==> config.mk <==
export PLATFORM = sky130hd
export DESIGN_NAME = mlfq_cell
export DESIGN_NICKNAME = d
export VERILOG_FILES = /design/src/hw/rtl/mlfq_pkg.sv /design/src/hw/rtl/mlfq_cell.sv
export SDC_FILE = /design/constraint.sdc
export NUM_CORES = 1
export LEC_CHECK = 0
export ABC_AREA = 1
export BUFFER_PORTS_ARGS = -buffer_cell sky130_fd_sc_hd__buf_4
export CORE_UTILIZATION = 25
export DETAILED_ROUTE_END_ITERATION = 7
export PLACE_DENSITY = 0.57
export SLEW_MARGIN = 20
export SYNTH_ARGS = -nofsm -noshare
export SYNTH_HDL_FRONTEND = slang
export SYNTH_SLANG_ARGS = --single-unit
==> constraint.sdc <==
create_clock -name i_clk -period 2.2 [get_ports i_clk]
set_input_delay 0.44 -clock i_clk [delete_from_list [all_inputs] [get_ports i_clk]]
set_output_delay 0.44 -clock i_clk [all_outputs]
set_load 0.01 [all_outputs]
==> src/hw/rtl/mlfq_pkg.sv <==
package mlfq_pkg;

    localparam logic OP_ENQUEUE = 1'b0;
    localparam logic OP_SERVE   = 1'b1;

    localparam logic [2:0] ST_ACCEPTED = 3'd0;
    localparam logic [2:0] ST_FULL     = 3'd1;
    localparam logic [2:0] ST_PARTIAL  = 3'd2;
    localparam logic [2:0] ST_FINISHED = 3'd3;
    localparam logic [2:0] ST_EMPTY    = 3'd4;

    localparam logic [1:0] LVL_NONE  = 2'd0;
    localparam logic [1:0] LVL_ONE   = 2'd1;
    localparam logic [1:0] LVL_TWO   = 2'd2;
    localparam logic [1:0] LVL_THREE = 2'd3;

    localparam logic [0:0] CFG_L1_QUANTUM = 1'd0;
    localparam logic [0:0] CFG_L2_QUANTUM = 1'd1;

    localparam logic [23:0] L1_QUANTUM_RESET = 24'd8192;
    localparam logic [23:0] L2_QUANTUM_RESET = 24'd65536;

    typedef enum logic [2:0] {
        S_IDLE,
        S_SCAN,
        S_CALC,
        S_APPLY,
        S_DONE
    } t_state;

    typedef enum logic [1:0] {
        CMD_NONE,
        CMD_ENQ,
        CMD_SERVE
    } t_cmd_kind;

    typedef struct packed {
        logic        go;
        logic        free_hit;
        logic        head_hit;
        logic [15:0] head_tag;
        logic [31:0] head_rem;
    } t_scan;

    typedef struct packed {
        t_cmd_kind   kind;
        logic [1:0]  lvl;
        logic [1:0]  next_lvl;
        logic        finished;
        logic [15:0] tag;
        logic [31:0] rem;
    } t_cmd;

    typedef struct packed {
        logic [2:0]  status;
        logic [6:0]  slot;
        logic [15:0] served_tag;
        logic [31:0] bytes_sent;
        logic [1:0]  served_level;
    } t_result;

endpackage

==> src/hw/rtl/mlfq_cell.sv <==
module mlfq_cell
    import mlfq_pkg::*;
#(
    parameter int IW  = 7,
    parameter int IDX = 0
) (
    input  logic          i_clk,
    input  logic          i_rst_n,
    input  t_scan         i_scan,
    input  logic [IW-1:0] i_scan_free_idx,
    input  logic [IW-1:0] i_scan_head_idx,
    output t_scan         o_scan,
    output logic [IW-1:0] o_scan_free_idx,
    output logic [IW-1:0] o_scan_head_idx,
    input  t_cmd          i_cmd,
    input  logic [IW-1:0] i_cmd_idx,
    input  logic [IW-1:0] i_cmd_order
);

    localparam logic [IW-1:0] MY_IDX = IW'(IDX);

    logic          r_valid, n_valid;
    logic [15:0]   r_tag, n_tag;
    logic [31:0]   r_rem, n_rem;
    logic [1:0]    r_level, n_level;
    logic [IW-1:0] r_order, n_order;

    t_scan         r_scan, n_scan;
    logic [IW-1:0] r_free_idx, n_free_idx;
    logic [IW-1:0] r_head_idx, n_head_idx;

    // scan: claim the first free slot, report the head of the searched level
    always_comb begin
        n_scan     = i_scan;
        n_free_idx = i_scan_free_idx;
        n_head_idx = i_scan_head_idx;
        if (!r_valid && !i_scan.free_hit) begin
            n_scan.free_hit = 1'b1;
            n_free_idx      = MY_IDX;
        end
        if (r_valid && r_level == i_cmd.lvl && r_order == '0) begin
            n_scan.head_hit = 1'b1;
            n_scan.head_tag = r_tag;
            n_scan.head_rem = r_rem;
            n_head_idx      = MY_IDX;
        end
    end

    always_comb begin
        n_valid = r_valid;
        n_tag   = r_tag;
        n_rem   = r_rem;
        n_level = r_level;
        n_order = r_order;
        case (i_cmd.kind)
            CMD_ENQ: begin
                if (i_cmd_idx == MY_IDX) begin
                    n_valid = 1'b1;
                    n_tag   = i_cmd.tag;
                    n_rem   = i_cmd.rem;
                    n_level = LVL_ONE;
                    n_order = i_cmd_order;
                end
            end
            CMD_SERVE: begin
                if (i_cmd_idx == MY_IDX) begin
                    if (i_cmd.finished) begin
                        n_valid = 1'b0;
                    end else begin
                        n_level = i_cmd.next_lvl;
                        n_order = i_cmd_order;
                        n_rem   = i_cmd.rem;
                    end
                end else if (r_valid && r_level == i_cmd.lvl && r_order != '0) begin
                    n_order = r_order - 1'b1;
                end
            end
            default: begin
            end
        endcase
    end

    always_ff @(posedge i_clk) begin
        if (!i_rst_n) begin
            r_valid   <= 1'b0;
            r_scan.go <= 1'b0;
        end else begin
            r_valid <= n_valid;
            r_scan  <= n_scan;
        end
        r_tag      <= n_tag;
        r_rem      <= n_rem;
        r_level    <= n_level;
        r_order    <= n_order;
        r_free_idx <= n_free_idx;
        r_head_idx <= n_head_idx;
    end

    assign o_scan          = r_scan;
    assign o_scan_free_idx = r_free_idx;
    assign o_scan_head_idx = r_head_idx;

endmodule

* Yosys cells after proc, flatten, opt, wreduce, memory -nomap -nowiden
Cells that the tools add are included.
Storage, ports and cells: register bits after elaboration 123, input bits 136, logic and storage cells 54, output and inout port bits 65
Operators by class: $add $sub $neg 1, equality and inequality tests 9, mux-type cells 18, reductions and logical operators 14
Operators with widths (number):
- $mux W32 | 3
- $pmux W32 S2 | 1
- $mux W48 | 1
- $mux W7 | 4
- $logic_not A7 Y1 | 2
- $pmux W7 S2 | 1
- $reduce_and A4 Y1 | 3
- $ne A2 B2 Y1 const B | 4
- $reduce_bool A7 Y1 | 1
- $sub A7 B1 Y7 const B | 1
- $mux W2 | 3
- $ne A3 B3 Y1 const B | 2
- $logic_and A1 B1 Y1 | 4
- $pmux W2 S2 | 1
- $mux W1 | 3
- $eq A2 B1 Y1 const B | 1
- $eq A2 B2 Y1 | 1
- $eq A2 B2 Y1 const B | 1
- $logic_not A1 Y1 | 2
- $pmux W1 S2 | 1
- $reduce_and A2 Y1 | 1
- $reduce_bool A2 Y1 | 1

* Longest topological paths before layout
Gate-level depths: netlist (run 1).
word-level depth 6, mapped depth 10, mapped depth without buffers 9

* Least setup slack after synthesis (run 1)
OpenSTA, ideal clock, no wires.
path kind input port to flip-flop, start in i_cmd_idx[5], end reg r_level[0] (enable), stages on the path 5, slack 286 ps, arrival 1525 ps, required time 1811 ps, setup time 389 ps, path buffers 0, cell sequence nor2_1 > nand2_1 > nor2_1 > nand3_1 > inv_1
Between the ends: longest elaborated chain between the ends 3, elaborated cells on any way between the ends 4, those cells by class 2 x eq/ne; 2 x reduce/logical
RTL lines:
- from (decl) | line mlfq_cell.sv:16 | input logic [IW-1:0] i_cmd_idx,
- $logic_not A7 Y1 (*) | line mlfq_cell.sv:57, mlfq_cell.sv:66
- $ne A2 B2 Y1 (no source line)
- $reduce_and A4 Y1 (no source line) (*)
- to (signal assigned) | line mlfq_cell.sv:93 | r_level <= n_level;
- to (decl) | line mlfq_cell.sv:25 | logic [1:0] r_level, n_level;
Every way passes the cells marked *; elsewhere a longest branch is shown, timed or not. A chain may end at the register's enable or synchronous reset.

==> results of run 1 <==
## through the flow
step / util (%) / hold slack (ns)
6_report: 38.53 / 0.2068
5_1_grt: 38.53 / 0.1775
4_1_cts: 38.53 / 0.1822
3_5_place_dp: 35.27 / 0.4846
3_3_place_gp: 35.27 / 0.4819
2_1_floorplan: - / 0.4476
## power by group
| group | total (mW) | switching [mW] | internal (mW) |
|---|---|---|---|
| clock network | 2.91 | 0.984 | 1.92 |
| logic | 0.482 | 0.194 | 0.289 |
| registers | 2.66 | 0.0270 | 2.64 |
| total | 6.05 | 1.20 | 4.85 |
## state kept, by name (all words and copies together) (netlist names)
name             count
o_scan              51
r_rem               32
r_tag               16
o_scan_free_idx      7
o_scan_head_idx      7
r_order              7
r_level              2
r_valid              1
## area by class of cell
cell class / count / area, um2 / area share [%]
Clock inverter: 11 / 168.9 / 2.305
Tap cell: 260 / 325.3 / 4.440
Clock buffer: 21 / 450.4 / 6.148
Inverter: 42 / 158.9 / 2.169
Multi-Input combinational cell: 229 / 1096 / 14.96
Sequential cell: 123 / 3533 / 48.22
Timing Repair Buffer: 209 / 1594 / 21.76
## worst max-delay path: stages, from the launching register on
cell and delay [ns]:
edfxtp_1 0.38, inv_1 0.12, ha_1 0.22, inv_1 0.06, nor2_2 0.12, nand4_2 0.13, clkinv_2 0.11, nand2_2 0.06
buf_4 0.24, nand2_1 0.10, nand2_1 0.06
## placed cells by master, fill, tap and decap left out, types with 2 or more instances in the layout
master	n
bufinv_16	4
clkinv_2	4
nand2_1	123
inv_1	39
edfxtp_1	107
or2_2	2
dfxtp_1	16
nand3_1	35
buf_4	207
o21ai_0	5
xor2_1	3
clkbuf_1	3
nor2_1	32
clkbuf_16	17
nand3_2	20
clkinv_4	3
nor2_2	2
buf_12	2
## how the worst max path moves through the flow
stage	startpoint	to	slack, ns	cells past startpoint
floorplan	i_cmd_idx[5]	r_level[0]$_SDFFCE_PN1P_	0.29	5
global route	r_order[0]$_DFFE_PP_	o_scan[36]$_DFFE_PP_	0.18	10
global placement	i_cmd_idx[5]	r_rem[23]$_DFFE_PP_	0.34	7
detailed placement	i_cmd_idx[3]	r_rem[31]$_DFFE_PP_	0.30	7
CTS	r_order[0]$_DFFE_PP_	o_scan[23]$_DFFE_PP_	0.33	10
finish	r_order[0]$_DFFE_PP_	o_scan[36]$_DFFE_PP_	0.34	10
## Yosys cell counts (all sizes together)
library cell / count / area (um2)
xor2: 3 / 26.28
xnor2: 1 / 8.760
nand2: 124 / 468.0
o21ai: 5 / 25.02
dfxtp: 16 / 320.3
nand3: 55 / 375.4
clkinv: 1 / 5.000
edfxtp: 107 / 3213
a21oi: 1 / 5.000
or2: 2 / 12.51
buf: 16 / 133.9
nor2: 35 / 143.9
nand4: 2 / 18.77
inv: 41 / 153.9
ha: 1 / 12.51
## kinds of logic (layout without fill, tap and decap cells)
group,count (synthesis),after routing,synth area share (%)
AO/OA/AOI/OAI,6,6,0.6099
XOR/XNOR,4,4,0.7119
adder cells (fa/ha/maj),1,1,0.2542
buffers and inverters,58,283,5.948
flip-flops,123,123,71.78
AND/OR/NAND/NOR,218,218,20.69
## metal layers
| metal | up-vias | track usage (%) | routed length, um |
|---|---|---|---|
| li1 | 1788 | - | - |
| met1 | 1662 | 15.07 | 5413 |
| met2 | 129 | 21.49 | 6221 |
| met3 | 7 | 4.374 | 790 |
| met4 | 0 | 4.754 | 136 |
| met5 | - | 0 | 0 |
==> impl_metrics.py, run 1 <==
metrics = {
    "outcome": {
        "status": "finished clean",
    },
    "placement": {
        "dp_cells": 863,
        "port_buffers": 200,
        "dpl_cell_area_um2": 6708,
        "dp_slack_ns": 0.3026,
        "dpl.hpwl_mm": 9.283,
        "gp_congestion": 0.7640,
    },
    "cts": {
        "cts_buffer_depth": 2,
        "clkLatencyLatePin_ns": 0.41,
        "clkSinkCount": 123,
        "root_buffer": "clkbuf_16",
        "cts_resized": 0,
        "cts.clk_slew.worst_paths_ns": 0.06,
        "cts_tree": "built",
        "postCtsHoldBufs": 0,
        "post-cts-setup-buffer-count": 0,
        "h-tree-depth": 4,
        "cts_made_buffers": 17,
    },
    "worst_hold_path": {
        "hold_path_depth": 1,
        "min_from": "i_cmd[23]",
        "hold_class": "input port to register",
        "hold_end": "r_rem[23]$_DFFE_PP_",
    },
    "routing": {
        "drt_iter0_drc": 128,
        "wl_mm": 12.56,
        "drtAntennaViolNets": 0,
        "firstDrtPassIters": 4,
        "drc_errors": 0,
        "drt-wirelength-per-cell_um": 14.03,
        "vias": 3586,
        "vias_per_cell": 4.007,
    },
    "sta": {
        "fin_setup_tns_ns": 0,
        "grt_setup_unrepaired": "false",
        "finalClockSkew_ns": 0.006325,
        "layout_setup_ws_ns": 0.3418,
        "finalSetupViolCount": 0,
        "max_slew.worst_pin.slew_ns": 0.4770,
        "fin_crit_sh_pct": 84.46,
        "drv_slew": 0,
        "hold_violations": 0,
        "fin_crit_ns": 1.858,
        "slew_headroom_pct": 68.09,
        "fmax_ghz": 0.5382,
    },
    "yosys": {
        "avgSynthCellArea_um2": 12.01,
        "synth.ff_latch_count": 123,
        "synth.net_count": 547,
        "synth.distinct_cells": 24,
        "synthCells": 410,
        "yosysWarnings": 0,
        "synth_seq_area_share_pct": 71.78,
        "syn_area_um2": 4922,
    },
    "worst_setup_path": {
        "worstPathArrival_ns": 2.01,
        "critPathLaunchType": "register",
        "r2r_start": "r_order[0]$_DFFE_PP_",
        "cp.required_ns": 2.36,
        "r2r_setup_slack_ns": 0.34,
        "end_kind": "register",
        "rr_endpoint": "o_scan[36]$_DFFE_PP_",
        "path_max_fanout": 29,
        "reg2regPathDepth": 10,
        "crit_type": "register to register",
    },
    "power": {
        "vdd_drop_max_mv": 0.4836,
        "p_per_area_nw_per_um2": 826.3,
        "p_leak_nw": 3.259,
        "power.total_mw": 6.054,
    },
    "die": {
        "die_h_um": 142.3,
        "io_pins": 201,
        "num_rows": 50,
        "dieWidth_um": 142.3,
        "die_area_um2": 20250,
        "start_util_pct": 25.88,
        "core-area_um2": 19020,
    },
    "finish": {
        "layoutNonFillerInstCount": 895,
        "area_growth_pct": 48.86,
        "drive_above_1_share_pct": 42.05,
        "fillers": 1896,
        "fin_area_um2": 7327,
        "antenna_cells": 0,
        "fin_nets": 759,
    },
    "global_routing": {
        "grtUsageTotal_pct": 12.79,
        "grt_max_degree": 49,
        "grt_pass1_wl_mm": 19.34,
        "grt-ovfl-total": 0,
        "antenna_found_initial": 0,
        "grt_pass1_vias": 3731,
    },
    "job": {
        "max-cap-violations": 0,
    },
}
Power figures use the tool's default switching activity.
==> run 2: changes to the inputs <==
Clock period 2.2 ns to 1.9 ns, I/O delays scaled along.
==> run 2 against run 1 <==
Compared with the run above: wire length is 0.33% lower; critical path depth stayed put; largest power group unchanged; utilization is 0.17 points higher; total power is 13% higher; register-to-register slack worse by 0.18 ns; clock power is 10% higher; largest cell class unchanged; combinational power is 16% higher; fmax is 6.7% higher.
==> impl_metrics.py, run 2 (same netlist as run 1, synthesis figures left out) <==
metrics = {
    "placement": {
        "dpl.hpwl_mm": 9.214,
        "dp_slack_ns": 0.07408,
        "gp_congestion": 0.7552,
        "port_buffers": 200,
    },
    "power": {
        "power.total_mw": 6.844,
        "p_leak_nw": 3.269,
        "vdd_drop_max_mv": 0.5622,
        "p_per_area_nw_per_um2": 930.0,
    },
    "cts": {
        "cts_made_buffers": 17,
        "root_buffer": "clkbuf_16",
        "h-tree-depth": 4,
        "cts_buffer_depth": 2,
        "postCtsHoldBufs": 0,
        "cts.clk_slew.worst_paths_ns": 0.06,
        "cts_tree": "built",
        "clkLatencyLatePin_ns": 0.41,
        "clkSinkCount": 123,
    },
    "worst_setup_path": {
        "end_kind": "register",
        "critPathLaunchType": "register",
        "crit_type": "register to register",
        "r2r_start": "r_order[0]$_DFFE_PP_",
        "rr_endpoint": "o_scan[21]$_DFFE_PP_",
        "cp_cell_sequence": "inv_2 > ha_2 > inv_1 > nor2_2 > nand4_2 > clkinv_2 > nand2_2 > buf_6 > nand2_1 > nand2_1",
        "slowest_delay_ns": 0.39,
        "worstPathArrival_ns": 1.91,
        "r2r_setup_slack_ns": 0.16,
        "path_max_fanout": 21,
        "reg2regPathDepth": 10,
        "crit_top_cell": "nand2_1",
        "path_buf_inv": 4,
        "cpMaxStageDelayCell": "edfxtp_1",
        "crit_family": "buffers and inverters",
        "cp.required_ns": 2.07,
    },
    "finish": {
        "largest_reg_flops": 51,
        "area_growth_pct": 49.52,
        "antenna_cells": 0,
        "drive_above_1_share_pct": 42.79,
        "layout_commonest_cell": "buf_4",
        "fin_nets": 762,
        "final_cell_mix": "205 x buf_4, 123 x nand2_1, 107 x edfxtp_1, 38 x inv_1, 35 x nand3_1",
    },
    "sta": {
        "finalClockSkew_ns": 0.007958,
        "hold_violations": 0,
        "grt_setup_unrepaired": "false",
        "fin_setup_tns_ns": 0,
        "layout_setup_ws_ns": 0.1588,
        "fin_crit_ns": 1.741,
        "fin_crit_sh_pct": 91.64,
        "finalSetupViolCount": 0,
        "fmax_ghz": 0.5743,
        "slew_headroom_pct": 69.60,
        "max_slew.worst_pin.slew_ns": 0.4544,
        "drv_slew": 0,
    },
    "worst_hold_path": {
        "hold_end": "r_rem[26]$_DFFE_PP_",
        "hold_class": "input port to register",
        "min_from": "i_cmd[26]",
        "hold_path_depth": 1,
    },
    "global_routing": {
        "grt_pass1_vias": 3637,
        "grt_max_degree": 34,
        "grtUsageTotal_pct": 12.53,
        "grt_pass1_wl_mm": 18.79,
        "grt-ovfl-total": 0,
        "antenna_found_initial": 0,
    },
    "routing": {
        "drtAntennaViolNets": 0,
        "drt-wirelength-per-cell_um": 13.94,
        "vias_per_cell": 3.992,
        "drc_errors": 0,
        "firstDrtPassIters": 4,
        "wl_mm": 12.52,
        "drt_iter0_drc": 111,
        "vias": 3585,
    },
    "die": {
        "die_area_um2": 20250,
        "io_pins": 201,
        "die_h_um": 142.3,
        "start_util_pct": 25.88,
        "dieWidth_um": 142.3,
        "core-area_um2": 19020,
        "num_rows": 50,
    },
    "job": {
        "max-cap-violations": 0,
    },
    "outcome": {
        "status": "finished clean",
    },
}
-- run 2: changes by cell type in the layout (fill, tap and decap cells not counted), moves of 2 or more --
cell / previous run / this run
buf_6: 0 / 3
buf_12: 2 / 4
buf_4: 207 / 205
bufinv_16: 4 / 2
clkbuf_8: 1 / 3
-- run 2: where the power goes --
part | leakage (nW) | internal, mW | switching, mW
sequential | 1.14 | 3.05 | 0.0312
combinational | 1.85 | 0.336 | 0.224
clock | 0.286 | 2.04 | 1.16
total | 3.27 | 5.43 | 1.42
-- run 2: layer usage --
layer  global-route usage [%]  wire, um  vias to the layer above
li1                         -         -                     1794
met1                    14.42      5242                     1639
met2                    21.03      6085                      137
met3                    4.576       973                       15
met4                    5.150       218                        0
met5                        0         0                        -
-- run 2: through the flow --
step | std cells | cell area, um2 | utilization, % | hold WS (ns)
3_5_place_dp | 865 | 6748 | 35.48 | 0.4889
3_3_place_gp | 865 | 6748 | 35.48 | 0.4852
6_report | 898 | 7360 | 38.70 | 0.1440
4_1_cts | 897 | 7338 | 38.59 | 0.1232
2_1_floorplan | 410 | 4922 | - | 0.4476
5_1_grt | 898 | 7360 | 38.70 | 0.1237
-- run 2: worst max-delay path by stage --
stage / startpoint / to / slack [ns] / cells past startpoint
2_1_floorplan: i_cmd_idx[5] / r_level[0]$_SDFFCE_PN1P_ / 0.05 / 5
3_3_place_gp: r_order[0]$_DFFE_PP_ / o_scan[7]$_DFFE_PP_ / 0.14 / 10
3_5_place_dp: r_order[0]$_DFFE_PP_ / o_scan[0]$_DFFE_PP_ / 0.07 / 9
4_1_cts: r_order[0]$_DFFE_PP_ / o_scan[0]$_DFFE_PP_ / 0.06 / 9
5_1_grt: r_order[1]$_DFFE_PP_ / o_scan[30]$_DFFE_PP_ / 0.01 / 10
6_report: r_order[0]$_DFFE_PP_ / o_scan[21]$_DFFE_PP_ / 0.16 / 10
-- run 2: area by class of cell --
type	instances	area, um2
Tap cell	260	325.3
Fill cell	1910	11660
Clock buffer	22	474.2
Multi-Input combinational cell	229	1099
Sequential cell	123	3533
Clock inverter	10	116.4
Timing Repair Buffer	212	1653
Inverter	42	158.9
-- run 2: timing repair --
item | CTS | global route
gates resized for setup | 0 | 5
setup endpoints to repair | 0 | 51
setup buffers | 0 | 1
